File: src/hdl/limb_darkened_disk_fraction_assert.svh
// Assertion macros for the limb-darkened disk block.
// Expects i_clk and i_rst_n in the scope where a macro is used.
`ifndef LIMB_DARKENED_DISK_FRACTION_ASSERT_SVH
`define LIMB_DARKENED_DISK_FRACTION_ASSERT_SVH

// same-cycle implication
`define LDD_ASSERT_IMP(label, pre, post, msg) \
    label: assert property (@(posedge i_clk) disable iff (!i_rst_n) (pre) |-> (post)) \
        else $error(msg);

// next-cycle implication
`define LDD_ASSERT_NXT(label, pre, post, msg) \
    label: assert property (@(posedge i_clk) disable iff (!i_rst_n) (pre) |=> (post)) \
        else $error(msg);

`endif

File: src/hdl/ldd_pkg.sv
// Shared constants, types and coefficient tables for the limb-darkened disk block.
// No dependencies.
package ldd_pkg;

    localparam int QBITS         = 30;
    localparam int MU_W          = QBITS + 1;
    localparam int ACC_W         = 36;
    localparam int SQ_REM_W      = 35;
    localparam int LO_W          = 18;
    localparam int FRAC_BITS_DEF = 16;
    localparam int NUM_TERMS_DEF = 6;

    typedef logic signed [ACC_W-1:0] t_acc;
    typedef logic [MU_W-1:0]         t_mu;
    typedef logic [1:0]              t_model;

    localparam t_mu Q_ONE = t_mu'(1) << QBITS;

    localparam t_model MODEL_QUAD    = 2'd0;
    localparam t_model MODEL_QUINT_A = 2'd1;
    localparam t_model MODEL_QUINT_B = 2'd2;
    localparam t_model MODEL_UNIFORM = 2'd3;
    localparam t_model MODEL_RESET   = MODEL_QUINT_B;

    // Signed Q6.30 polynomial coefficients, lowest power first
    localparam t_acc C_QUAD [0:5] = '{
        36'sd468151435, 36'sd773094113, -36'sd171798692, 36'sd0, 36'sd0, 36'sd0};
    localparam t_acc C_QA [0:5] = '{
        36'sd327544943, 36'sd1214648964, -36'sd844004023,
        36'sd435509684, 36'sd24663850, -36'sd84610856};
    localparam t_acc C_QB [0:5] = '{
        36'sd304856779, 36'sd1469909607, -36'sd1889764135,
        36'sd2385360412, -36'sd1675831814, 36'sd479210976};

    // c_i / (i + 2), rounded half away from zero
    localparam t_acc D_QUAD [0:5] = '{
        36'sd234075718, 36'sd257698038, -36'sd42949673, 36'sd0, 36'sd0, 36'sd0};
    localparam t_acc D_QA [0:5] = '{
        36'sd163772472, 36'sd404882988, -36'sd211001006,
        36'sd87101937, 36'sd4110642, -36'sd12087265};
    localparam t_acc D_QB [0:5] = '{
        36'sd152428390, 36'sd489969869, -36'sd472441034,
        36'sd477072082, -36'sd279305302, 36'sd68458711};

    function automatic t_acc coef_of(input t_model model, input logic [2:0] idx);
        t_acc c;
        case (model)
            MODEL_QUAD:    c = C_QUAD[idx];
            MODEL_QUINT_A: c = C_QA[idx];
            MODEL_QUINT_B: c = C_QB[idx];
            default:       c = '0;
        endcase
        return c;
    endfunction

    function automatic t_acc dcoef_of(input t_model model, input logic [2:0] idx);
        t_acc d;
        case (model)
            MODEL_QUAD:    d = D_QUAD[idx];
            MODEL_QUINT_A: d = D_QA[idx];
            MODEL_QUINT_B: d = D_QB[idx];
            default:       d = '0;
        endcase
        return d;
    endfunction

    // total disk light: sum of the used d_i
    function automatic t_acc disk_i0(input t_model model, input logic [2:0] nterms);
        t_acc s;
        s = '0;
        for (int i = 0; i < 6; i++) begin
            if (3'(i) < nterms) begin
                s = s + dcoef_of(model, 3'(i));
            end
        end
        return s;
    endfunction

endpackage

File: src/hdl/ldd_horner_cell.sv
// Horner step acc * mul + add, Q30 product rounded half away from zero.
// Two register stages: split partial products, then sum and add. Depends on ldd_pkg.
module ldd_horner_cell #(
    parameter int SIDE_W = 8
) (
    input  logic              i_clk,
    input  logic              i_rst_n,
    input  logic              i_valid,
    output logic              o_ready,
    input  ldd_pkg::t_acc     i_acc,
    input  ldd_pkg::t_mu      i_mul,
    input  ldd_pkg::t_acc     i_add,
    input  logic [SIDE_W-1:0] i_side,
    output logic              o_valid,
    input  logic              i_ready,
    output ldd_pkg::t_acc     o_acc,
    output logic [SIDE_W-1:0] o_side
);
    localparam int AW   = ldd_pkg::ACC_W;
    localparam int LW   = ldd_pkg::LO_W;
    localparam int HW   = AW - LW;
    localparam int PW   = AW + ldd_pkg::MU_W;
    localparam logic [PW-1:0] RND = PW'(1) << (ldd_pkg::QBITS - 1);

    logic [AW-1:0]                 mag_in;
    logic [LW+ldd_pkg::MU_W-1:0]   n_pl;
    logic [HW+ldd_pkg::MU_W-1:0]   n_ph;
    logic [PW-1:0]                 psum;
    ldd_pkg::t_acc                 pmag, n_acc;
    logic                          ready2;

    logic                          r1_valid, r1_neg;
    logic [LW+ldd_pkg::MU_W-1:0]   r1_pl;
    logic [HW+ldd_pkg::MU_W-1:0]   r1_ph;
    ldd_pkg::t_acc                 r1_add;
    logic [SIDE_W-1:0]             r1_side;
    logic                          r2_valid;
    ldd_pkg::t_acc                 r2_acc;
    logic [SIDE_W-1:0]             r2_side;

    always_comb begin
        mag_in = i_acc[AW-1] ? AW'(-i_acc) : AW'(i_acc);
        n_pl   = mag_in[LW-1:0] * i_mul;
        n_ph   = mag_in[AW-1:LW] * i_mul;
        psum   = (PW'(r1_ph) << LW) + PW'(r1_pl) + RND;
        pmag   = ldd_pkg::t_acc'(psum >> ldd_pkg::QBITS);
        n_acc  = (r1_neg ? -pmag : pmag) + r1_add;
    end

    assign ready2  = !r2_valid || i_ready;
    assign o_ready = !r1_valid || ready2;

    always_ff @(posedge i_clk) begin
        if (!i_rst_n) begin
            r1_valid <= 1'b0;
            r2_valid <= 1'b0;
        end else begin
            if (o_ready) begin
                r1_valid <= i_valid;
            end
            if (ready2) begin
                r2_valid <= r1_valid;
            end
        end
    end

    always_ff @(posedge i_clk) begin
        if (o_ready && i_valid) begin
            r1_neg  <= i_acc[AW-1];
            r1_pl   <= n_pl;
            r1_ph   <= n_ph;
            r1_add  <= i_add;
            r1_side <= i_side;
        end
        if (ready2 && r1_valid) begin
            r2_acc  <= n_acc;
            r2_side <= r1_side;
        end
    end

    assign o_valid = r2_valid;
    assign o_acc   = r2_acc;
    assign o_side  = r2_side;
endmodule

File: config.mk
export PLATFORM = sky130hd
export DESIGN_NAME = ldd_horner_cell
export DESIGN_NICKNAME = d
export VERILOG_FILES = /design/src/hdl/limb_darkened_disk_fraction_assert.svh /design/src/hdl/ldd_pkg.sv /design/src/hdl/ldd_horner_cell.sv
export SDC_FILE = /design/constraint.sdc
export NUM_CORES = 2
export LEC_CHECK = 0
export BUFFER_PORTS_ARGS = -buffer_cell sky130_fd_sc_hd__buf_2
export CORE_ASPECT_RATIO = 0.75
export CORE_UTILIZATION = 55
export DETAILED_ROUTE_END_ITERATION = 12
export GPL_TIMING_DRIVEN = 0
export PLACE_DENSITY = 0.72
export SYNTH_ARGS = -nofsm -noshare
export SYNTH_HDL_FRONTEND = slang
export SYNTH_SLANG_ARGS = --single-unit
File: constraint.sdc
create_clock -name i_clk -period 18.5 [get_ports i_clk]
set_clock_uncertainty 0.15 [all_clocks]
set_input_delay 5.55 -clock i_clk [delete_from_list [all_inputs] [get_ports i_clk]]
set_output_delay 5.55 -clock i_clk [all_outputs]
set_load 0.01 [all_outputs]
==> out/qor.yml <==
route:
  wl_per_cell_um: 21.1
  vias_per_cell: 5.57
  dr.pass1.iters: 5
  routed_wl_um: 133000
  drt_iter0_drc: 2893
  antenna_left: 0
  vias: 34988
  route.detailed.drc: 0
sta:
  hold_viol_final: 0
  worst_pin_slew_ps: 1440
  period_share_pct: 87.2
  setup_viol: 0
  totalNegativeSetupSlack_ps: 0
  rsz0062_at_grt: "false"
  final_max_slew_viol_count: 0
  maxSlewHeadroom_pct: 3.08
  fin_crit_ps: 16130
  fmax_ghz: 0.0620
synthesis:
  synthFlopType: "edfxtp_1"
  async_flop_share_pct: 0
  syn-num-nets: 6430
  syn_area_mm2: 0.0451
  ys_warn_count: 0
  synthTopCellsByArea: "fa_1 41%, edfxtp_1 11%, inv_1 9.8%"
  synth_common_cells: "1181 x inv_1, 926 x fa_1, 886 x nand2_1, 346 x and2_1, 336 x ha_1"
  yosysMostFrequentCell: "inv_1"
  ys_types: 83
  ys_seq_area_share_pct: 11.3
  synth_top_area_share_pct: 41.1
  synth-edff-count: 168
  ys_seq_elements: 170
  avgSynthCellArea_um2: 8.93
  syn_inst: 5053
  synth_top_cell_by_area: "fa_1"
global_route:
  antenna_found_initial: 11
  grt_max_degree: 52
  grt_pass1_wl_um: 207000
  grt_pass1_vias: 35898
  gr-total-overflow: 0
  grtUsageTotal_pct: 32.8
floorplanning:
  num_rows: 90
  die_area_mm2: 0.0832
  fp.dieH_um: 250
  io_pins: 161
  core_area_mm2: 0.0809
  dieWidth_um: 333
  start_util_pct: 55.8
layout:
  final-seq-area_mm2: 0.00508
  nets: 6583
  drive_gt1_share_pct: 3.85
  multi_input_area_mm2: 0.0346
  syn2layout_area_growth_pct: 6.02
  fillers: 7110
worst_setup_path:
  cp.arrival_ps: 16100
  cp-end-kind: "flop"
  critPathSlowestCell: "clkbuf_1"
  crit_buf_inv: 7
  path_common_cell: "fa_1"
  crit_type: "in -> reg"
  start_kind: "input pin"
  cp_data_required_time_ps: 18470
  crit_family: "adder cells"
  max_stage_delay_ps: 770
  cp_max_fo: 10
clock_tree:
  ctsRootBufferMaster: "clkbuf_16"
  cts_inserted_buffers: 17
  post_cts_buffers: 0
  ctsResizeCount: 0
  hold_buffers: 0
  cts_tree: "built"
  clk_latency_ps: 460
  htreeDepth: 4
  cts.path.max_buffers: 2
  cts.clk_slew.worst_paths_ps: 70
  cts_num_sinks: 170
min_path:
  hold_path_class: "reg -> reg"
placed_design:
  gp_congestion: 0.976
  hpwl_um: 112000
  io_buffers: 130
run:
  maxCapViolations: 0
status:
  status: "complete, no violations"
worst register-to-register path: cells and delay by family (launching register included):
| family | cells | cell delay, ps |
|---|---|---|
| xor+xnor | 3 | 580 |
| compound gates | 13 | 3750 |
| simple gates | 5 | 1730 |
| flops | 1 | 410 |
| fa+ha+maj | 3 | 900 |
state kept, by name, indices dropped and copies added (netlist names):
register and cells:
o_acc 36, o_valid 1, r1_ph 48, r1_add 36, r1_valid 1, r1_pl 31, o_side 8, r1_neg 1
r1_side 8
cells in the final DEF, fill, tap and decap left out, types with 8 or more instances in the layout:
cell type / count
a211oi_1: 11
a21o_1: 68
a21oi_1: 120
a31oi_1: 13
and2_1: 345
and3_1: 25
buf_1: 11
buf_2: 136
clkbuf_1: 239
clkbuf_16: 17
edfxtp_1: 168
fa_1: 926
ha_1: 336
inv_1: 1181
mux2i_1: 8
nand2_1: 886
nand2b_1: 19
nand3_1: 36
nand4_1: 12
nor2_1: 101
nor2b_1: 16
nor3_1: 31
o21a_1: 16
o21ai_0: 74
o21ai_1: 10
o21bai_1: 16
o31ai_1: 21
o41ai_1: 9
or2_2: 9
or3_1: 18
or4_1: 9
xnor2_1: 142
xor2_1: 39
kinds of logic after synthesis:
family | count (synthesis) | synth area share [%]
AO/OA/AOI/OAI | 444 | 6.59
multiplexers | 8 | 0.177
buffers and inverters | 1437 | 12.0
AND/OR/NAND/NOR | 1551 | 16.1
adder cells (fa/ha/maj) | 1262 | 50.4
XOR/XNOR | 181 | 3.51
flip-flops | 170 | 11.3
metal layers:
layer  global-route usage [%]  share of wire [%]
met3                     12.1                 14
met5                        0              0.053
met4                     9.47                3.0
met2                     48.6                 42
met1                     45.0                 41
worst paths after layout:
path         startpoint  cells past startpoint  slack [ps]         to
max            i_acc[0]                     29        2370  r1_pl[43]
min reg2reg  r1_side[0]                      0         270  o_side[0]
max reg2reg   r1_pl[22]                     24       10740  o_acc[35]
min          r1_side[0]                      0         270  o_side[0]
area by class of cell:
cell class / instances / area share [%]
multi-input cells: 3446 / 72.4
well taps: 1058 / 2.77
clock buffers: 17 / 0.889
inverters: 1181 / 9.27
repair buffers: 134 / 1.52
plain buffers: 256 / 2.02
clock inverters: 15 / 0.466
flip-flops and latches: 170 / 10.6
diodes: 3 / 0.0157
stage by stage:
stage	hold WS (ps)	cell area (µm²)	cells	setup slack (ps)	utilization (%)
detailed placement	256	47200	6245	2190	58.4
global placement	253	47100	6241	1190	58.3
finish	271	47800	6280	2370	59.2
CTS	272	47800	6277	2650	59.2
global route	287	47800	6279	1850	59.2
floorplan	250	45100	5053	4190	-
Power is not shown: default switching activity piles up to over one toggle a cycle in this logic, so the estimate is an artifact.
