## config.mk

```make
export PLATFORM = sky130hd
export DESIGN_NAME = ldd_div_cell
export DESIGN_NICKNAME = d
export VERILOG_FILES = /design/src/hdl/limb_darkened_disk_fraction_assert.svh /design/src/hdl/ldd_pkg.sv /design/src/hdl/ldd_div_cell.sv
export SDC_FILE = /design/constraint.sdc
export NUM_CORES = 1
export LEC_CHECK = 0
export BUFFER_PORTS_ARGS = -buffer_cell sky130_fd_sc_hd__clkbuf_2
export CAP_MARGIN = 20
export CORE_ASPECT_RATIO = 0.5
export CORE_MARGIN = 2
export CORE_UTILIZATION = 51
export DETAILED_ROUTE_END_ITERATION = 8
export PLACE_DENSITY = 0.81
export SLEW_MARGIN = 40
export SYNTH_ARGS = -nofsm -noshare
export SYNTH_HDL_FRONTEND = slang
export SYNTH_SLANG_ARGS = --single-unit
export TNS_END_PERCENT = 50
```

## constraint.sdc

```tcl
create_clock -name i_clk -period 3.6 [get_ports i_clk]
set_input_delay 0.72 -clock i_clk [delete_from_list [all_inputs] [get_ports i_clk]]
set_output_delay 0.72 -clock i_clk [all_outputs]
set_load 0.03 [all_outputs]
```

## src/hdl/limb_darkened_disk_fraction_assert.svh

```systemverilog
// Assertion macros for the limb-darkened disk block.
// Expects i_clk and i_rst_n in the scope where a macro is used.
`ifndef LIMB_DARKENED_DISK_FRACTION_ASSERT_SVH
`define LIMB_DARKENED_DISK_FRACTION_ASSERT_SVH

// same-cycle implication
`define LDD_ASSERT_IMP(label, pre, post, msg) \
    label: assert property (@(posedge i_clk) disable iff (!i_rst_n) (pre) |-> (post)) \
        else $error(msg);

// next-cycle implication
`define LDD_ASSERT_NXT(label, pre, post, msg) \
    label: assert property (@(posedge i_clk) disable iff (!i_rst_n) (pre) |=> (post)) \
        else $error(msg);

`endif

```

## src/hdl/ldd_pkg.sv

```systemverilog
// Shared constants, types and coefficient tables for the limb-darkened disk block.
// No dependencies.
package ldd_pkg;

    localparam int QBITS         = 30;
    localparam int MU_W          = QBITS + 1;
    localparam int ACC_W         = 36;
    localparam int SQ_REM_W      = 35;
    localparam int LO_W          = 18;
    localparam int FRAC_BITS_DEF = 16;
    localparam int NUM_TERMS_DEF = 6;

    typedef logic signed [ACC_W-1:0] t_acc;
    typedef logic [MU_W-1:0]         t_mu;
    typedef logic [1:0]              t_model;

    localparam t_mu Q_ONE = t_mu'(1) << QBITS;

    localparam t_model MODEL_QUAD    = 2'd0;
    localparam t_model MODEL_QUINT_A = 2'd1;
    localparam t_model MODEL_QUINT_B = 2'd2;
    localparam t_model MODEL_UNIFORM = 2'd3;
    localparam t_model MODEL_RESET   = MODEL_QUINT_B;

    // Signed Q6.30 polynomial coefficients, lowest power first
    localparam t_acc C_QUAD [0:5] = '{
        36'sd468151435, 36'sd773094113, -36'sd171798692, 36'sd0, 36'sd0, 36'sd0};
    localparam t_acc C_QA [0:5] = '{
        36'sd327544943, 36'sd1214648964, -36'sd844004023,
        36'sd435509684, 36'sd24663850, -36'sd84610856};
    localparam t_acc C_QB [0:5] = '{
        36'sd304856779, 36'sd1469909607, -36'sd1889764135,
        36'sd2385360412, -36'sd1675831814, 36'sd479210976};

    // c_i / (i + 2), rounded half away from zero
    localparam t_acc D_QUAD [0:5] = '{
        36'sd234075718, 36'sd257698038, -36'sd42949673, 36'sd0, 36'sd0, 36'sd0};
    localparam t_acc D_QA [0:5] = '{
        36'sd163772472, 36'sd404882988, -36'sd211001006,
        36'sd87101937, 36'sd4110642, -36'sd12087265};
    localparam t_acc D_QB [0:5] = '{
        36'sd152428390, 36'sd489969869, -36'sd472441034,
        36'sd477072082, -36'sd279305302, 36'sd68458711};

    function automatic t_acc coef_of(input t_model model, input logic [2:0] idx);
        t_acc c;
        case (model)
            MODEL_QUAD:    c = C_QUAD[idx];
            MODEL_QUINT_A: c = C_QA[idx];
            MODEL_QUINT_B: c = C_QB[idx];
            default:       c = '0;
        endcase
        return c;
    endfunction

    function automatic t_acc dcoef_of(input t_model model, input logic [2:0] idx);
        t_acc d;
        case (model)
            MODEL_QUAD:    d = D_QUAD[idx];
            MODEL_QUINT_A: d = D_QA[idx];
            MODEL_QUINT_B: d = D_QB[idx];
            default:       d = '0;
        endcase
        return d;
    endfunction

    // total disk light: sum of the used d_i
    function automatic t_acc disk_i0(input t_model model, input logic [2:0] nterms);
        t_acc s;
        s = '0;
        for (int i = 0; i < 6; i++) begin
            if (3'(i) < nterms) begin
                s = s + dcoef_of(model, 3'(i));
            end
        end
        return s;
    endfunction

endpackage

```

## src/hdl/ldd_div_cell.sv

```systemverilog
// One quotient bit of a restoring division by the disk total.
// Depends on ldd_pkg.
module ldd_div_cell #(
    parameter int K      = 0,
    parameter int REM_W  = 53,
    parameter int Q_W    = 17,
    parameter int SIDE_W = 8
) (
    input  logic                     i_clk,
    input  logic                     i_rst_n,
    input  logic                     i_valid,
    output logic                     o_ready,
    input  logic [REM_W-1:0]         i_rem,
    input  logic [ldd_pkg::ACC_W-1:0] i_den,
    input  logic [Q_W-1:0]           i_quo,
    input  logic [SIDE_W-1:0]        i_side,
    output logic                     o_valid,
    input  logic                     i_ready,
    output logic [REM_W-1:0]         o_rem,
    output logic [Q_W-1:0]           o_quo,
    output logic [SIDE_W-1:0]        o_side
);
    logic [REM_W-1:0]  sub, n_rem;
    logic [Q_W-1:0]    n_quo;
    logic              ge;
    logic              r_valid;
    logic [REM_W-1:0]  r_rem;
    logic [Q_W-1:0]    r_quo;
    logic [SIDE_W-1:0] r_side;

    always_comb begin
        sub      = REM_W'(i_den) << K;
        ge       = i_rem >= sub;
        n_rem    = ge ? i_rem - sub : i_rem;
        n_quo    = i_quo;
        n_quo[K] = ge;
    end

    assign o_ready = !r_valid || i_ready;

    always_ff @(posedge i_clk) begin
        if (!i_rst_n) begin
            r_valid <= 1'b0;
        end else if (o_ready) begin
            r_valid <= i_valid;
        end
    end

    always_ff @(posedge i_clk) begin
        if (o_ready && i_valid) begin
            r_rem  <= n_rem;
            r_quo  <= n_quo;
            r_side <= i_side;
        end
    end

    assign o_valid = r_valid;
    assign o_rem   = r_rem;
    assign o_quo   = r_quo;
    assign o_side  = r_side;
endmodule

```

==> out/qor.csv <==
stage,metric,value,unit
power_and_ir_drop,Power Dens Cells,420,nW/um^2
die,Die Span Y,78.9,microns
clocking,Clock transition at path regs,60,ps
die,full die area,12100,sq um
route,DR vias,5456,
logic_synthesis,Post-synth ARST share,0,%
clocking,number of post-CTS setup repair buffers,0,
grt,initial antenna violation count,0,
grt,Congestion Overflow GR,0,
sta,Tcrit/Tclk final,93.2,%
power_and_ir_drop,leakage,0.00328,uW
grt,gr usage total,24.9,%
worst_setup_path,"Req. time, crit path",3680,ps
grt,largest net degree at the start of global routing,42,
logic_synthesis,syn nets,765,
clocking,Post-CTS Resized,0,
power_and_ir_drop,Gate power share,30.8,%
route,Routed WL,15.2,mm
die,IO Pins,198,
worst_setup_path,worst-path fanout max,3,
clocking,Skew-Pair Late Insertion Delay,340,ps
route,Routed Antenna Nets,0,
route,DRC,0,
power_and_ir_drop,Clock power frac,31.9,%
placement,RD Place Congestion,0.939,
logic_synthesis,Ys Warns,0,
sta,Worst slew margin,53.1,%
route,routed length per placed instance,15.5,microns
run,max-cap violation count,0,
sta,post-layout min period,3350,ps
cells_and_area,final core occ,67.0,%
placement,Port Buffers,196,
power_and_ir_drop,Net Sw Frac,31.9,%
sta,FMAX,298,MHz
clocking,TritonCTS Buffers,9,
power_and_ir_drop,Switch Pwr,986,uW
cells_and_area,final net count,986,
worst_setup_path,Worst Path Arrival,3440,ps
worst_setup_path,crit path kind,primary input to register,
clocking,Hold Buf Count CTS,0,
worst_setup_path,crit path launch type,primary input,
sta,Hold WS,554,ps
cells_and_area,Area Growth Syn to Fin,28.6,%
die,Die W,154,microns
power_and_ir_drop,Internal Pwr Total,2110,uW
logic_synthesis,post-synth top area cell,edfxtp_1,
clocking,clock sink total,79,
worst_setup_path,CP endpoint kind,register,
min_path,worst hold path depth,2,
logic_synthesis,Post-synth EDFFs,78,
die,Core Box Area,11000,sq um
die,Initial Util,52.1,%
logic_synthesis,sequential element share of the synthesized area,41.3,%
sta,Worst-Margin Slew,696,ps
power_and_ir_drop,Flop pwr share,37.2,%
status,outcome,completed,
logic_synthesis,Syn Area/Cell,9.38,sq um
logic_synthesis,post-synth top area share,40.9,%
clocking,CTS tree,yes,
worst_setup_path,reg2reg path depth,3,
sta,RSZ-0062 raised after global routing,no,
grt,number of global-route vias before repair,5078,
cells_and_area,layout cells sized above 1,33.7,%
route,First-pass DRT Iterations,6,
clocking,maximum clock insertion buffer count,2,
logic_synthesis,Mapped Cells,610,
power_and_ir_drop,Max IR drop VDD,0.000279,V
sta,Fin Clk Skew,4.99,ps
route,Starting DRT DRC Count,407,
logic_synthesis,post-synth design cell area,5720,sq um
die,row count,27,
cells_and_area,diode count,0,
route,via/cell ratio,5.56,
min_path,Hold Crit Class,register to register,
sta,final max-slew violation count,0,
power_and_ir_drop,Tot Pwr,3090,uW
clocking,CTS root buf,clkbuf_16,
logic_synthesis,"top cells by area, synth","edfxtp_1 41%, ha_1 7.9%, xnor2_1 5.7%, a21oi_1 5.0%, nor2_1 4.1%",
clocking,htree depth,3,
grt,first-pass GRT wire length,24.1,mm
sta,Setup Viol. Count Final,0,
sta,Final Hold Vio Count,0,
logic_synthesis,Seq cells post-synth,79,
placement,DP Wirelength,12.3,mm
logic_synthesis,top_reg_cell synth,edfxtp_1,
logic_synthesis,post-synth cell types,58,
final timing paths:
kind,startpoint,to,slack [ps]
worst min register to register,o_valid$_SDFFE_PN0N_,o_valid$_SDFFE_PN0N_,550
worst max register to register,o_valid$_SDFFE_PN0N_,o_rem[23]$_DFFE_PP_,2030
worst max-delay path,i_rem[0],o_rem[42]$_DFFE_PP_,250
worst min-delay path,o_valid$_SDFFE_PN0N_,o_valid$_SDFFE_PN0N_,550
layout by cell type, fill, tap and decap left out, drive strengths merged, types with 3 or more instances in the layout:
cell | Yosys | final
ha | 36 | 36
buf | 10 | 36
a21o | 10 | 10
nand3b | 3 | 3
and2 | 3 | 3
o2111ai | 4 | 4
o21bai | 6 | 6
nand2b | 8 | 8
clkbuf | 12 | 206
and3 | 7 | 7
or3 | 5 | 5
a21boi | 6 | 6
o21ai | 36 | 36
inv | 49 | 50
xnor2 | 37 | 37
o31ai | 3 | 3
a2111oi | 4 | 4
a31oi | 3 | 3
nand2 | 47 | 47
xor2 | 11 | 11
o21a | 3 | 3
nor3 | 14 | 14
nor2 | 63 | 63
nor4 | 6 | 6
nor2b | 3 | 3
nand3 | 14 | 14
nand4 | 13 | 13
edfxtp | 78 | 78
a21oi | 77 | 77
a211oi | 7 | 7
mux2 | 5 | 5
kinds of logic after synthesis:
family	count (synthesis)	synth area share, %
multiplexers	5	0.984
XOR/XNOR	48	7.34
adder cells (fa/ha/maj)	37	8.22
AND/OR/NAND/NOR	199	17.0
AO/OA/AOI/OAI	171	19.6
flip-flops	79	41.3
buffers and inverters	71	5.53
sequential cells by signal (all words and copies together) (netlist names):
register	cells
o_quo	17
o_rem	53
o_side	8
o_valid	1
metal layers:
layer,global-route usage (%),vias up,part of all wire [%]
met5,0,-,0
met4,6.26,0,1.0
met3,5.29,18,8.6
met2,40.9,265,45
met1,34.1,2513,45
li1,-,2660,-
synth_stat cells, types with 3 or more instances:
| library cell | number |
|---|---|
| edfxtp_1 | 78 |
| nor2_1 | 63 |
| a21oi_1 | 57 |
| inv_1 | 48 |
| nand2_1 | 47 |
| xnor2_1 | 37 |
| ha_1 | 36 |
| o21ai_0 | 35 |
| a21oi_2 | 20 |
| nand3_1 | 14 |
| nor3_1 | 14 |
| nand4_1 | 13 |
| clkbuf_1 | 12 |
| xor2_1 | 11 |
| a21o_1 | 10 |
| nand2b_1 | 8 |
| a211oi_1 | 7 |
| and3_1 | 7 |
| a21boi_0 | 6 |
| nor4_1 | 6 |
| o21bai_1 | 6 |
| buf_4 | 5 |
| or3_1 | 5 |
| buf_6 | 4 |
| mux2_2 | 4 |
| o2111ai_1 | 4 |
| a2111oi_0 | 3 |
| a31oi_1 | 3 |
| nand3b_1 | 3 |
| nor2b_1 | 3 |
| o21a_1 | 3 |
| o31ai_1 | 3 |
worst max-delay path, cell delays in order:
cell and delay, ps:
clkbuf_2 90, inv_1 40, ha_1 210, fa_1 420
nor2b_1 170, o2111ai_1 150, a211oi_1 420, buf_4 200
nor3_1 50, buf_4 180, o21bai_1 250, a31oi_1 170
o2111ai_1 250, xnor2_1 110
power groups by stage:
stage	Clock [uW]	Sequential, uW	Combinational, uW
floorplan	0	1350	463
global placement	0	1170	925
detailed placement	0	1170	943
CTS	1000	1150	947
global route	1030	1160	1030
finish	988	1150	954
through the flow:
step | cells | instance area, sq um | setup WS, ps | setup TNS (ps)
floorplan | 610 | 5720 | 226 | 0
global placement | 964 | 7020 | 66.6 | 0
detailed placement | 965 | 7040 | -16.0 | -16.1
CTS | 981 | 7360 | 305 | 0
global route | 981 | 7360 | 41.9 | 0
finish | 981 | 7360 | 246 | 0
final cells by class:
cell class                 instances  area [sq um]
clock buffer                      10           229
clock inverter                     6          92.6
fill                             903          3620
inverter                          49           184
multi-input combinational        460          3050
sequential                        79          2360
tap                              145           181
timing repair buffer             232          1260
(Power assumes the default switching activity.)
