[src/hdl/limb_darkened_disk_fraction_assert.svh]
// Assertion macros for the limb-darkened disk block.
// Expects i_clk and i_rst_n in the scope where a macro is used.
`ifndef LIMB_DARKENED_DISK_FRACTION_ASSERT_SVH
`define LIMB_DARKENED_DISK_FRACTION_ASSERT_SVH

// same-cycle implication
`define LDD_ASSERT_IMP(label, pre, post, msg) \
    label: assert property (@(posedge i_clk) disable iff (!i_rst_n) (pre) |-> (post)) \
        else $error(msg);

// next-cycle implication
`define LDD_ASSERT_NXT(label, pre, post, msg) \
    label: assert property (@(posedge i_clk) disable iff (!i_rst_n) (pre) |=> (post)) \
        else $error(msg);

`endif

[src/hdl/ldd_pkg.sv]
// Shared constants, types and coefficient tables for the limb-darkened disk block.
// No dependencies.
package ldd_pkg;

    localparam int QBITS         = 30;
    localparam int MU_W          = QBITS + 1;
    localparam int ACC_W         = 36;
    localparam int SQ_REM_W      = 35;
    localparam int LO_W          = 18;
    localparam int FRAC_BITS_DEF = 16;
    localparam int NUM_TERMS_DEF = 6;

    typedef logic signed [ACC_W-1:0] t_acc;
    typedef logic [MU_W-1:0]         t_mu;
    typedef logic [1:0]              t_model;

    localparam t_mu Q_ONE = t_mu'(1) << QBITS;

    localparam t_model MODEL_QUAD    = 2'd0;
    localparam t_model MODEL_QUINT_A = 2'd1;
    localparam t_model MODEL_QUINT_B = 2'd2;
    localparam t_model MODEL_UNIFORM = 2'd3;
    localparam t_model MODEL_RESET   = MODEL_QUINT_B;

    // Signed Q6.30 polynomial coefficients, lowest power first
    localparam t_acc C_QUAD [0:5] = '{
        36'sd468151435, 36'sd773094113, -36'sd171798692, 36'sd0, 36'sd0, 36'sd0};
    localparam t_acc C_QA [0:5] = '{
        36'sd327544943, 36'sd1214648964, -36'sd844004023,
        36'sd435509684, 36'sd24663850, -36'sd84610856};
    localparam t_acc C_QB [0:5] = '{
        36'sd304856779, 36'sd1469909607, -36'sd1889764135,
        36'sd2385360412, -36'sd1675831814, 36'sd479210976};

    // c_i / (i + 2), rounded half away from zero
    localparam t_acc D_QUAD [0:5] = '{
        36'sd234075718, 36'sd257698038, -36'sd42949673, 36'sd0, 36'sd0, 36'sd0};
    localparam t_acc D_QA [0:5] = '{
        36'sd163772472, 36'sd404882988, -36'sd211001006,
        36'sd87101937, 36'sd4110642, -36'sd12087265};
    localparam t_acc D_QB [0:5] = '{
        36'sd152428390, 36'sd489969869, -36'sd472441034,
        36'sd477072082, -36'sd279305302, 36'sd68458711};

    function automatic t_acc coef_of(input t_model model, input logic [2:0] idx);
        t_acc c;
        case (model)
            MODEL_QUAD:    c = C_QUAD[idx];
            MODEL_QUINT_A: c = C_QA[idx];
            MODEL_QUINT_B: c = C_QB[idx];
            default:       c = '0;
        endcase
        return c;
    endfunction

    function automatic t_acc dcoef_of(input t_model model, input logic [2:0] idx);
        t_acc d;
        case (model)
            MODEL_QUAD:    d = D_QUAD[idx];
            MODEL_QUINT_A: d = D_QA[idx];
            MODEL_QUINT_B: d = D_QB[idx];
            default:       d = '0;
        endcase
        return d;
    endfunction

    // total disk light: sum of the used d_i
    function automatic t_acc disk_i0(input t_model model, input logic [2:0] nterms);
        t_acc s;
        s = '0;
        for (int i = 0; i < 6; i++) begin
            if (3'(i) < nterms) begin
                s = s + dcoef_of(model, 3'(i));
            end
        end
        return s;
    endfunction

endpackage

[src/hdl/ldd_sqrt_cell.sv]
// One digit step of the restoring square root of mu2 * 2^30.
// Depends on ldd_pkg.
module ldd_sqrt_cell #(
    parameter int K = 0
) (
    input  logic                            i_clk,
    input  logic                            i_rst_n,
    input  logic                            i_valid,
    output logic                            o_ready,
    input  logic [ldd_pkg::SQ_REM_W-1:0]    i_rem,
    input  ldd_pkg::t_mu                    i_root,
    input  ldd_pkg::t_mu                    i_mu2,
    output logic                            o_valid,
    input  logic                            i_ready,
    output logic [ldd_pkg::SQ_REM_W-1:0]    o_rem,
    output ldd_pkg::t_mu                    o_root,
    output ldd_pkg::t_mu                    o_mu2
);
    localparam int VW = ldd_pkg::MU_W + ldd_pkg::QBITS + 1;
    localparam int RW = ldd_pkg::SQ_REM_W;

    logic [VW-1:0] radicand;
    logic [RW-1:0] cur, trial, n_rem;
    logic          ge;
    ldd_pkg::t_mu  n_root;
    logic          r_valid;
    logic [RW-1:0] r_rem;
    ldd_pkg::t_mu  r_root, r_mu2;

    always_comb begin
        radicand = {1'b0, i_mu2, ldd_pkg::QBITS'(0)};
        cur      = {i_rem[RW-3:0], radicand[2*K+1 -: 2]};
        trial    = RW'({i_root, 2'b01});
        ge       = cur >= trial;
        n_rem    = ge ? cur - trial : cur;
        n_root   = {i_root[ldd_pkg::MU_W-2:0], ge};
    end

    assign o_ready = !r_valid || i_ready;

    always_ff @(posedge i_clk) begin
        if (!i_rst_n) begin
            r_valid <= 1'b0;
        end else if (o_ready) begin
            r_valid <= i_valid;
        end
    end

    always_ff @(posedge i_clk) begin
        if (o_ready && i_valid) begin
            r_rem  <= n_rem;
            r_root <= n_root;
            r_mu2  <= i_mu2;
        end
    end

    assign o_valid = r_valid;
    assign o_rem   = r_rem;
    assign o_root  = r_root;
    assign o_mu2   = r_mu2;
endmodule

[config.mk]
export PLATFORM = sky130hd
export DESIGN_NAME = ldd_sqrt_cell
export DESIGN_NICKNAME = d
export VERILOG_FILES = /design/src/hdl/limb_darkened_disk_fraction_assert.svh /design/src/hdl/ldd_pkg.sv /design/src/hdl/ldd_sqrt_cell.sv
export SDC_FILE = /design/constraint.sdc
export NUM_CORES = 1
export LEC_CHECK = 0
export ABC_AREA = 1
export BUFFER_PORTS_ARGS = -buffer_cell sky130_fd_sc_hd__buf_2
export CORE_MARGIN = 2
export CORE_UTILIZATION = 52
export DETAILED_ROUTE_END_ITERATION = 12
export HOLD_SLACK_MARGIN = 0.06
export PLACE_DENSITY = 0.79
export RECOVER_POWER = 50
export SYNTH_ARGS = -nofsm -noshare
export SYNTH_HDL_FRONTEND = slang
export SYNTH_SLANG_ARGS = --single-unit
[constraint.sdc]
create_clock -name i_clk -period 7.8 [get_ports i_clk]
set_input_delay 1.17 -clock i_clk [delete_from_list [all_inputs] [get_ports i_clk]]
set_output_delay 1.17 -clock i_clk [all_outputs]
set_load 0.005 [all_outputs]
==> results list, run 1 <==
- DIE HEIGHT: 112 um
- Critical Path End Type: register
- Summed over all cells, the static leakage comes to 0.00396 uW.
* Critical path required time: 7.90 ns
- Seq cells post-synth: 97
* Number of port buffers: 197
- The final number of max-transition violations is 0.
* Clock latency of the later-clocked register in the worst-skew pair: 0.35 ns
* Number of buffers created by CTS: 9
* Hold path cells: 2
- The run finished with clean final reports.
- Data arrives at the worst endpoint at 3.63 ns.
- Clock sinks: 97
- The number of antenna violations at the first check in global routing came to 0.
* Sequential group share of total power: 44.9%
* Most Frequent Cell on Critical Path: sky130_fd_sc_hd__nand2_1
- In this run the power spent charging and discharging nets is 414 uW.
- Post-synthesis sequential area ratio: 47.5%
- Num rows: 39
- Number of buffers inserted by hold repair at cts: 0
* Cell class contributing the biggest share of worst-path delay: simple AND/OR/NAND/NOR gates
- Horizontal extent of the die: 112 um
* Critical Path Start Type: input pin
- Total setup buffers inserted after CTS: 0
- The core region is 11400 sq um.
- The worst hold path belongs to the class register to register.
- Adding up every negative setup slack in the final design gives 0 ns.
* Hold Violations, Final: 0
- The share of total power dissipated in combinational logic is 22.6%.
- In this run the worst path has a maximum fanout of 35.
- After synthesis, the mean cell area works out to 8.10 sq um.
* Number of gates given a new drive strength after cts: 0
- The worst register-to-register path has a depth of 2.
- First-pass GRT wire length: 24.7 mm
- In the finished design, the share of the clock period the worst path needs comes to 45.3%.
* Stages on the worst setup path: 13
- Cell internal power was estimated by the tool at 1010 uW.
* TritonCTS clock tree: built
- Dividing total power by cell area gives a power density of 191 nW/um^2.
- Post-detailed-route count of antenna-violating nets: 0
* Final critical path time including I/O delays and setup: 3.54 ns
* H-Tree Level Count: 3
* Largest stage delay on the critical path: 0.76 ns
- Number of detailed-route iterations in the first pass: 6
* Cell with the biggest individual delay on the critical path: sky130_fd_sc_hd__nor2_4
* Cells traversed along the worst timing path: clkbuf_1 > inv_1 > ha_1 > nand2_1 > inv_1 > nand2_1 > nand2_1 > nand2_1 > a21oi_2 > nor2_4 > nand2_8 > nand3_1 > nand2_1
* Clock share of power: 32.5%
* Number of DRC markers in iteration 0: 368
- Clock skew after layout: 0.00498 ns
- Total length of routed wires: 15.7 mm
* Post-layout nets: 1086
* Max-Slew Margin vs Limit: 21.8%
- Cells with a size suffix above 1 make up 20.4% of the layout.
* Final Wtd Congestion: 0.883
* Count of yosys warnings during synthesis: 0
- The die covers 12600 sq um.
- Tightest Pin Transition: 1.17 ns
- Pin count of the biggest net entering global routing: 62
- In this run the deepest clock path goes through 2 buffers.
- For this run, design rule violations remaining after detail routing come to 0.
- Number of endpoints failing setup at the final stage: 0
* Routed len/inst: 14.3 um
- Clk root buf: sky130_fd_sc_hd__clkbuf_16
* Overall track demand over capacity in global routing: 24.9%
- Final HPWL DP: 12.3 mm
- Max-cap violations: 0
* Number of placed I/O pins: 200
* Total via count after detailed routing: 5465
- Class of the most critical setup path: input pin to register
- Syn_nets: 887
- Synthesis produced 754 cells.
- VDD sags by at most 0.000134 V.
- RSZ-0062 raised after global routing: false
- Bufs and invs on worst path: 3
* Post-synthesis instance area: 6110 sq um
* Clk pin slew, worst setup/hold paths: 0.07 ns
- Number of diodes added for antenna fixing: 0
- Measured on the finished design, the core utilization comes to 65.3%.
- Area growth from synthesis to layout: 22.2%
- Number of different library cells in the post-synthesis netlist: 32
- Summed over all layers, the global routing overflow is 0.
- Based on the critical path, the design can be clocked at up to 283 MHz.
- Detail-routed via count per cell: 4.96
- Initial standard-cell utilization of the core: 53.5%
* Switching share of power: 29.1%
- The number of global-route vias before repair came to 5057.
-- through the flow --
| stage | setup slack [ns] | std cells | hold WS [ns] | cell area, sq um | total power (uW) |
|---|---|---|---|---|---|
| after floorplan | 1.38 | 754 | 0.523 | 6110 | 857 |
| after global placement | 4.01 | 1085 | 0.538 | 7210 | 966 |
| after detailed placement | 3.93 | 1085 | 0.541 | 7210 | 974 |
| after CTS | 4.30 | 1101 | 0.551 | 7520 | 1440 |
| after global routing | 4.02 | 1101 | 0.596 | 7460 | 1500 |
| final | 4.26 | 1101 | 0.547 | 7460 | 1420 |
-- cell usage after synthesis, drive strengths merged --
| master | count | area, sq um |
|---|---|---|
| a21oi | 19 | 98.9 |
| o21ai | 1 | 5.00 |
| nand4 | 7 | 43.8 |
| xor2 | 15 | 131 |
| nand3 | 75 | 435 |
| nor2 | 37 | 154 |
| a21o | 2 | 15.0 |
| nand2 | 283 | 1100 |
| inv | 152 | 571 |
| o21bai | 2 | 15.0 |
| and2 | 7 | 43.8 |
| fa | 1 | 20.0 |
| edfxtp | 96 | 2880 |
| buf | 10 | 80.1 |
| ha | 31 | 388 |
| nand3b | 6 | 45.0 |
| and3 | 2 | 12.5 |
| a21boi | 1 | 7.51 |
| dfxtp | 1 | 20.0 |
| nor3 | 6 | 41.3 |
-- flip-flops by register name (all words and copies together), names as in the netlist --
register,cells
o_rem,34
o_root,31
o_valid,1
o_mu2,31
-- worst register-to-register path: stages, from the launching register on --
cell and delay (ns):
sky130_fd_sc_hd__dfxtp_1 0.34, sky130_fd_sc_hd__a21oi_4 0.91, sky130_fd_sc_hd__buf_4 0.75
-- path summary, 6_finish.rpt --
| kind | from | end | slack [ns] |
|---|---|---|---|
| worst min-delay path | o_valid$_SDFFE_PN0N_ | o_valid$_SDFFE_PN0N_ | 0.55 |
| worst min register to register | o_valid$_SDFFE_PN0N_ | o_valid$_SDFFE_PN0N_ | 0.55 |
| worst max register to register | o_valid$_SDFFE_PN0N_ | o_rem[32]$_DFFE_PP_ | 5.39 |
| worst max-delay path | i_root[19] | o_rem[22]$_DFFE_PP_ | 4.26 |
-- layout by cell type (no fill, tap or decap), types with 2 or more instances in the layout --
cell	count
sky130_fd_sc_hd__and2_1	7
sky130_fd_sc_hd__nor3_1	5
sky130_fd_sc_hd__nor2_1	33
sky130_fd_sc_hd__a21o_1	2
sky130_fd_sc_hd__nand2_2	4
sky130_fd_sc_hd__and3_1	2
sky130_fd_sc_hd__inv_2	4
sky130_fd_sc_hd__clkbuf_16	9
sky130_fd_sc_hd__nand4_1	7
sky130_fd_sc_hd__a21oi_1	17
sky130_fd_sc_hd__o21bai_1	2
sky130_fd_sc_hd__nand3_2	12
sky130_fd_sc_hd__nand2_1	277
sky130_fd_sc_hd__nor2_2	3
sky130_fd_sc_hd__edfxtp_1	96
sky130_fd_sc_hd__nand3b_1	6
sky130_fd_sc_hd__inv_6	2
sky130_fd_sc_hd__clkbuf_1	47
sky130_fd_sc_hd__xor2_1	15
sky130_fd_sc_hd__ha_1	31
sky130_fd_sc_hd__buf_2	149
sky130_fd_sc_hd__nand3_1	63
sky130_fd_sc_hd__inv_1	148
-- layer usage --
layer  global-route usage [%]  vias up  share of wire, %
li1                         -     2781                 -
met3                     5.99        9               7.8
met5                        0        -                 0
met1                     34.4     2481                45
met2                     40.5      194                46
met4                     5.37        0               1.0
-- power groups by stage --
stage               clock network (uW)  registers (uW)  logic (uW)
floorplan                            0             662         195
global placement                     0             648         318
detailed placement                   0             650         324
CTS                                471             639         326
global route                       489             643         364
finish                             463             639         322
-- final cells by class --
type	count	area, sq um
clock buffers	10	239
inverters	152	571
flip-flops and latches	97	2900
well taps	143	179
repair buffers	198	933
fillers	1030	3960
multi-input cells	495	2560
clock inverters	6	72.6
-- cells by family after synthesis --
kind of cell / synth area share [%]
compound gates: 2.32
flops: 47.5
fa+ha+maj: 6.68
xor+xnor: 2.15
buf+inv: 10.7
simple gates: 30.7
Note: power is estimated with default switching activity, not from simulation.
==> inputs of run 2 (changes only) <==
Settings changed: ABC_AREA 1 to 0, CORE_UTILIZATION 52 to 44, PLACE_DENSITY 0.79 to 0.73.
Clock period 7.8 ns to 2.9 ns, I/O delays scaled along.
==> run 2 against run 1 <==
Die area shrank 1.2%. Sequential cell count unchanged. Non-clock buffer count up 44. Critical endpoint is now o_rem[34]$_DFFE_PP_.
==> results list, run 2 <==
- The flow ran to the end, and the final reports show no timing, DRC or antenna violations.
- Detail-routed via count per cell: 5.15 (+3.7%)
- CP Data Arrival Time: 2.78 ns (-0.85 ns)
- Broken down by cell family, the worst path's largest delay share belongs to compound AO/OA/AOI/OAI gates.
* Tightest Pin Transition: 0.488 ns (-0.682 ns)
- The total length of routed wires was 13.2 mm (-16%).
- End of the worst hold path: o_mu2[10]$_DFFE_PP_
- Dividing the final minimum period by the clock period gives 92.7%.
* Number of gates given a new drive strength after cts: 0 (unchanged)
- Worst hold path class: input pin to register
* RSZ-0062 raised after global routing: false
- The sequential cell area fraction in the yosys report was 56.9% (+9.3 points).
* Largest stage delay on the critical path: 0.40 ns (-0.36 ns)
* Fin. max-slew vios: 0 (unchanged)
* Register-to-register path setup slack: 1.51 ns (-3.88 ns)
* Critical Path End Type: register
- The share of synthesized flip-flops with an asynchronous set or reset is 0% (unchanged).
* Final Wtd Congestion: 0.798 (-9.7%)
- Sequential group share of total power: 45.9% (+1.0 points)
- Counting instances in the post-synthesis netlist gives the leading cell types as 96 x sky130_fd_sc_hd__edfxtp_1, 48 x sky130_fd_sc_hd__a21oi_1, 42 x sky130_fd_sc_hd__inv_1.
- Core Area: 11400 sq um (-0.43%)
- The total number of vias came to 4255 (-22%).
- Number of diodes added for antenna fixing: 0 (unchanged)
- Number of DRC markers in iteration 0: 231 (-37%)
* TritonCTS clock tree: built
- Number of detailed-route iterations in the first pass: 4 (-2)
* Hold path cells: 1 (-1)
* Source of the worst register-to-register timing path: o_valid$_SDFFE_PN0N_
- Static leakage: 0.00299 uW (-25%)
- The setup slack at placement was -0.294 ns (-4.23 ns).
* Worst Hold Launch: i_mu2[10]
- Counting I/O delays and the setup requirement, the final critical path takes 2.69 ns.
- Seq cells post-synth: 97 (unchanged)
* Antenna violations before repair: 1 (+1)
* Critical Path Start Type: input pin
- Via count of the first global-routing pass: 4196 (-17%)
- DIE HEIGHT: 112 um (-0.58%)
* Total gr overflow: 0 (unchanged)
* Bufs and invs on worst path: 4 (+1)
- Cells traversed along the worst timing path: buf_2 > inv_1 > ha_1 > o211ai_1 > a211oi_1 > a21oi_2 > o31a_2 > o21bai_1 > a21oi_1 > buf_4 > buf_4 > o2111ai_1 > o21ai_1
- The fraction of layout cells with a size suffix above 1 is 32.3% (+12 points).
- Total setup buffers inserted after CTS: 0 (unchanged)
- For this run, the leading register cell type out of synthesis is sky130_fd_sc_hd__edfxtp_1.
* Count of flip-flops with a built-in enable after synthesis: 96 (unchanged)
- The remaining design rule violation count was 0 (unchanged).
* Clock sinks: 97 (unchanged)
- Largest area contributor in the netlist: sky130_fd_sc_hd__edfxtp_1
* Number of port buffers: 197 (unchanged)
- Clock skew after layout: 0.00542 ns (+0.000444 ns)
* Critical path required time: 2.99 ns (-4.91 ns)
- Number of fillers in the final layout: 995 (-3.4%)
* P_sw: 993 uW (+140%)
* Power density of the placed cells: 551 nW/um^2 (+190%)
- Area growth from synthesis to layout: 33.5%
* Max-Slew Margin vs Limit: 66.6% (+45 points)
- Number of buffers inserted by hold repair at cts: 0 (unchanged)
* Most used cells in the layout excluding fill and tap cells: 140 x sky130_fd_sc_hd__buf_2, 96 x sky130_fd_sc_hd__edfxtp_1, 55 x sky130_fd_sc_hd__clkbuf_1
* Instance count of the mapped netlist: 437 (-42%)
- The number of distinct library cells after synthesis was 53 (+66%).
- First-pass GRT wire length: 20.7 mm (-16%)
- Synth area leaders: sky130_fd_sc_hd__edfxtp_1 56%, sky130_fd_sc_hd__ha_1 7.6%, sky130_fd_sc_hd__a21oi_1 4.7%, sky130_fd_sc_hd__inv_1 3.1%, sky130_fd_sc_hd__nor2_1 2.6%
- Static timing analysis puts the maximum clock frequency at 372 MHz.
- Pin count of the biggest net entering global routing: 97 (+56%)
* H-Tree Level Count: 3 (unchanged)
* Count of yosys warnings during synthesis: 0 (unchanged)
- The average wire length per cell after detail routing came to 16.0 um (+12%).
* CP Max Fanout: 7 (-80%)
* Post-layout nets: 812 (-25%)
* End of the worst register-to-register path: o_mu2[2]$_DFFE_PP_
- Syn_nets: 570 (-36%)
* Per-instance average area after synthesis: 11.7 sq um (+44%)
- The worst reg-to-reg path cell count was 3 (+1).
- Leaving out fill and tap cells, the most frequent cell in the layout is sky130_fd_sc_hd__buf_2.
- The proportion of power drawn by combinational gates came to 22.6% (about the same).
- Number of endpoints failing setup at the final stage: 0 (unchanged)
- Horizontal extent of the die: 112 um (-0.58%)
- Number of buffers between clock root and the deepest sink: 2 (unchanged)
- The overall die area is 12500 sq um (-1.2%).
- Peak ir drop on the vdd network: 0.000465 V (+250%)
* Cell with the biggest individual delay on the critical path: sky130_fd_sc_hd__ha_1
- Number of buffers created by CTS: 9 (unchanged)
* Final sum of negative setup slack: 0 ns (unchanged)
- Clk root buf: sky130_fd_sc_hd__clkbuf_16
* Top-area cell type share of the netlist area: 56.5% (+9.3 points)
- Hold Violations, Final: 0 (unchanged)
- Overall track demand over capacity in global routing: 21.1% (-3.8 points)
* Clk pin slew, worst setup/hold paths: 0.07 ns (about the same)
- The number of flip-flops under the largest register name was 34 (unchanged).
- Most Frequent Cell on Critical Path: sky130_fd_sc_hd__buf_4
* Internal Pwr Total: 2770 uW (+170%)
- The total half-perimeter wirelength after legalization and detailed placement came to 10.3 mm (-16%).
* Number of placed I/O pins: 200 (unchanged)
- The total standard cell area after synthesis came to 5100 sq um (-16%).
* Worst setup slack after layout: 0.211 ns (-4.05 ns)
- The number of max-cap violations was 0 (unchanged).
* Switching share of power: 26.4% (-2.7 points)
- Initial standard-cell utilization of the core: 44.9% (-8.6 points)
* Count leader, synth: sky130_fd_sc_hd__edfxtp_1
- Class of the most critical setup path: input pin to register
* Clock latency of the later-clocked register in the worst-skew pair: 0.34 ns (about the same)
* Post-detailed-route count of antenna-violating nets: 0 (unchanged)
- The proportion of power drawn by the clock network is 31.5% (-1.0 points).
- The number of rows in the core area is 39 (unchanged).
[run 2: cell count changes in the layout (fill, tap and decap cells not counted), moves of 10 or more]
| cell | previous run | this run |
|---|---|---|
| sky130_fd_sc_hd__nand2_1 | 277 | 34 |
| sky130_fd_sc_hd__a21oi_1 | 17 | 46 |
| sky130_fd_sc_hd__xnor2_1 | 0 | 10 |
| sky130_fd_sc_hd__inv_1 | 148 | 42 |
| sky130_fd_sc_hd__o21ai_0 | 0 | 20 |
| sky130_fd_sc_hd__buf_4 | 1 | 42 |
| sky130_fd_sc_hd__nand3_1 | 63 | 2 |
| sky130_fd_sc_hd__nand3_2 | 12 | 0 |
[run 2: cell type report]
type	count	area (sq um)	share of cell area, %
flip-flops and latches	97	2900	42.6
multi-input cells	287	1990	29.2
repair buffers	242	1290	18.9
clock buffers	10	229	3.36
well taps	143	179	2.62
inverters	42	158	2.31
clock inverters	6	66.3	0.973
[run 2: worst max path at each step]
stage	depth (start not counted)	endpoint	slack (ns)	startpoint
6_report	13	o_rem[34]$_DFFE_PP_	0.21	i_root[7]
5_1_grt	13	o_rem[26]$_DFFE_PP_	0.04	i_root[0]
4_1_cts	12	o_rem[32]$_DFFE_PP_	0.06	i_root[0]
3_5_place_dp	12	o_rem[32]$_DFFE_PP_	-0.29	i_root[0]
3_3_place_gp	11	o_rem[32]$_DFFE_PP_	-0.24	i_rem[0]
2_1_floorplan	11	o_rem[24]$_DFFE_PP_	0.08	i_root[0]
[run 2: cells by family (layout without fill, tap and decap cells)]
kind of cell / Yosys count / count (layout) / share of synthesized area (%)
and+or+nand+nor: 95 / 95 / 8.31
adders and majority gates: 32 / 32 / 7.99
xor gates and xnor gates: 25 / 25 / 4.29
buffers and inverters: 53 / 300 / 4.41
muxes: 11 / 11 / 2.55
AOI/OAI and AO/OA: 124 / 124 / 15.6
DFF: 97 / 97 / 56.9
[run 2: layer usage]
metal	up-vias	GRT usage (%)	share of wire [%]
met5	-	0	0.098
met3	17	5.01	7.4
li1	2088	-	-
met2	170	34.8	48
met1	1978	27.5	43
met4	2	7.41	1.6
[run 2: worst reg2reg max path, cell delays in order, from the launching register on]
cell and delay, ns:
sky130_fd_sc_hd__dfxtp_1 0.31, sky130_fd_sc_hd__nand2b_1 0.10, sky130_fd_sc_hd__and2_4 0.16, sky130_fd_sc_hd__buf_12 0.40
[run 2: power groups by stage]
stage	logic [uW]	clock network (uW)	registers (uW)
detailed placement	858	0	1750
global placement	841	0	1750
CTS	866	1210	1730
finish	850	1180	1730
global route	939	1270	1740
floorplan	448	0	1770
[run 2: per-stage QoR]
step / utilization [%] / hold slack, ns / cells / area (sq um) / total power (uW)
floorplan: - / 0.534 / 437 / 5110 / 2220
global placement: 57.9 / 0.512 / 811 / 6580 / 2590
detailed placement: 57.9 / 0.532 / 811 / 6580 / 2610
CTS: 60.5 / 0.246 / 827 / 6880 / 3810
global route: 60.0 / 0.244 / 827 / 6820 / 3940
finish: 60.0 / 0.258 / 827 / 6820 / 3760
==> inputs of run 3 (changes only) <==
Settings changed: CORE_MARGIN 2 to unset, CORE_UTILIZATION 44 to 46.
Clock period 2.9 ns to 3 ns, I/O delays scaled along.
==> run 3 against run 2 <==
Utilization rose by 1.2 points. Combinational power fell by 6.8%. Worst setup slack improved by 0.034 ns. Critical endpoint is now o_rem[32]$_DFFE_PP_. Largest cell class unchanged. Largest power group unchanged.
==> results list, run 3 (synthesis gave the netlist of run 2 again) <==
- Num rows: 38 (-2.6%)
* Clock latency of the later-clocked register in the worst-skew pair: 0.36 ns (+0.02 ns)
- End of the worst hold path: o_mu2[1]$_DFFE_PP_
- Critical path required time: 3.12 ns (+0.13 ns)
- Final Wtd Congestion: 0.807 (+1.2%)
* Max-Slew Margin vs Limit: 10.1% (-56 points)
- RSZ-0062 raised after global routing: false
* Outcome: finished, final reports clean
- The via-per-instance ratio came to 5.06 (-1.6%).
* Final HPWL DP: 9.57 mm (-6.7%)
- Register-to-register path setup slack: 1.00 ns (-0.51 ns)
* Residual DRC count: 0 (unchanged)
- Number of endpoints failing setup at the final stage: 0 (unchanged)
- The number of instances in the placed design is 796 (-1.8%).
* Number of buffers inserted by hold repair at cts: 0 (unchanged)
- Placed cell areas: 6490 sq um (-1.4%)
- Share of the clock period used by the worst path: 91.8%
* Number of cells traversed by the worst register-to-register path: 3 (unchanged)
- Post-layout nets: 800 (-1.5%)
* Clock sinks: 97 (unchanged)
- Max-cap violations: 0 (unchanged)
- Number of buffers created by CTS: 9 (unchanged)
- Post-detailed-route count of antenna-violating nets: 0 (unchanged)
- The number of antenna violations at the first check in global routing came to 0 (-1).
* Clk pin slew, worst setup/hold paths: 0.11 ns (+0.04 ns)
- The worst IR drop on VDD was 0.000243 V (-48%).
- The setup slack at placement is -0.273 ns (+0.0208 ns).
- Overall track demand over capacity in global routing: 21.2% (+0.11 points)
- The number of flip-flops under the largest register name came to 34 (unchanged).
- The sum of overflow across all layers after global routing was 0 (unchanged).
* Routed len/inst: 15.1 um (-5.3%)
* Horizontal extent of the die: 107 um (-3.9%)
- TritonCTS built the clock tree.
* H-Tree Level Count: 3 (unchanged)
* Hold path cells: 1 (unchanged)
- Final instance area: 6630 sq um (-2.8%)
- The global-route wire length before repair is 18.9 mm (-9.0%).
* Most common cell after layout, fill and taps aside: sky130_fd_sc_hd__buf_2
- The die span in y came to 107 um (-3.9%).
- Critical Path End Type: register
- Number of port buffers: 197 (unchanged)
- The top-level port count is 200 (unchanged).
* Number of detailed-route iterations in the first pass: 4 (unchanged)
- The total length of routed wires is 12.3 mm (-7.0%).
- Worst setup slack after layout: 0.245 ns (+0.0338 ns)
- The pin count of the biggest net entering global routing was 55 (-43%).
- Number of diodes added for antenna fixing: 0 (unchanged)
- The total number of vias is 4109 (-3.4%).
* Final std cells w/o fill: 812 (-1.8%)
- Clk root buf: sky130_fd_sc_hd__clkbuf_8
- Clock skew after layout: 0.00901 ns (+0.00359 ns)
- STA classifies the critical path startpoint as an input pin.
* Cells traversed along the worst timing path: buf_2 > ha_1 > fa_1 > a211oi_2 > o21ai_1 > a21oi_2 > o31a_2 > o211ai_1 > a21oi_1 > xnor2_1 > mux2_4
* Source of the worst register-to-register timing path: o_valid$_SDFFE_PN0N_
- Core Area: 10800 sq um (-4.7%)
- The number of design-rule violations left by the first detailed-router iteration is 203 (-12%).
* Number of buffers between clock root and the deepest sink: 2 (unchanged)
- Via count of the first global-routing pass: 3888 (-7.3%)
- Hold Violations, Final: 0 (unchanged)
- The worst setup path is of the input pin to register kind.
- The final number of max-transition violations is 0 (unchanged).
- End of the worst register-to-register path: o_rem[21]$_DFFE_PP_
- The maximum cell stage delay along the critical path came to 0.45 ns (+0.05 ns).
- The standby leakage power is 0.00296 uW (-0.85%).
- Die outline area: 11500 sq um (-7.7%)
* CP Max Fanout: 5 (-2)
- Maximum clock frequency: 363 MHz
- In this run the most critical hold path is launched from i_mu2[1].
* Cell with the biggest individual delay on the critical path: sky130_fd_sc_hd__fa_1
- In the layout the commonest cells are 171 x sky130_fd_sc_hd__buf_2, 96 x sky130_fd_sc_hd__edfxtp_1, 47 x sky130_fd_sc_hd__a21oi_1.
- The tightest min-delay check is of the input pin to register type.
- The fraction of layout cells with a size suffix above 1 is 35.6% (+3.3 points).
- The critical path data arrival time came to 2.88 ns (+0.10 ns).
* Power density of the placed cells: 493 nW/um^2 (-11%)
- The slew at the pin closest to its max-slew limit came to 1.35 ns (+0.860 ns).
- For the finished layout, the period the worst path requires is 2.75 ns.
- Area growth from synthesis to layout: 29.9%
* Initial standard-cell utilization of the core: 47.1% (+2.2 points)
[run 3: cell types whose count changed in the layout (fill, tap and decap cells not counted), moves of 2 or more]
cell / delta
sky130_fd_sc_hd__inv_8: +2
sky130_fd_sc_hd__buf_2: +31
sky130_fd_sc_hd__clkbuf_1: -29
sky130_fd_sc_hd__buf_4: -12
sky130_fd_sc_hd__clkbuf_16: -9
sky130_fd_sc_hd__clkbuf_8: +9
sky130_fd_sc_hd__buf_1: -3
[run 3: power breakdown]
part	internal, uW	switching [uW]	total, uW
combinational	372	420	792
sequential	1640	24.7	1660
clock	318	498	815
[run 3: cell type report]
class                      count  area [sq um]
clock buffer                   9           124
clock inverter                 7          60.1
fill                         953          4210
inverter                      42           158
multi-input combinational    287          1990
sequential                    97          2900
tap                          140           175
timing repair buffer         230          1220
[run 3: what timing repair did]
action                     4_1_cts  5_1_grt
setup endpoints to repair        0        5
buffers inserted                 0        0
gates resized for setup          0        2
[run 3: worst max-delay path: cells and delay by family]
kind	cells	cell delay [ns]
AOI/OAI and AO/OA	6	1.26
xor gates and xnor gates	1	0.10
adders and majority gates	2	0.68
buffers and inverters	1	0.11
muxes	1	0.27
[run 3: stage by stage]
stage | hold WS (ns) | power [uW] | util, % | setup TNS [ns]
after floorplan | 0.536 | 2150 | - | 0
after global placement | 0.515 | 2480 | 59.8 | -0.794
after detailed placement | 0.540 | 2490 | 59.8 | -1.14
after CTS | 0.234 | 3310 | 61.5 | 0
after global routing | 0.220 | 3440 | 61.1 | 0
final | 0.244 | 3270 | 61.1 | 0
[run 3: worst max path at each step]
| stage | startpoint | to | depth (start not counted) |
|---|---|---|---|
| floorplan | i_root[0] | o_rem[24]$_DFFE_PP_ | 11 |
| global placement | i_rem[0] | o_rem[26]$_DFFE_PP_ | 11 |
| detailed placement | i_rem[0] | o_rem[26]$_DFFE_PP_ | 11 |
| CTS | i_rem[0] | o_rem[26]$_DFFE_PP_ | 11 |
| global route | i_root[0] | o_rem[26]$_DFFE_PP_ | 12 |
| finish | i_rem[0] | o_rem[32]$_DFFE_PP_ | 11 |
[run 3: per-layer routing]
| metal | GRT usage [%] | wire length [um] | vias to the layer above |
|---|---|---|---|
| li1 | - | - | 2069 |
| met1 | 28.1 | 5520 | 1901 |
| met2 | 35.3 | 5920 | 137 |
| met3 | 4.84 | 807 | 2 |
| met4 | 5.19 | 45 | 0 |
| met5 | 0 | 0 | - |
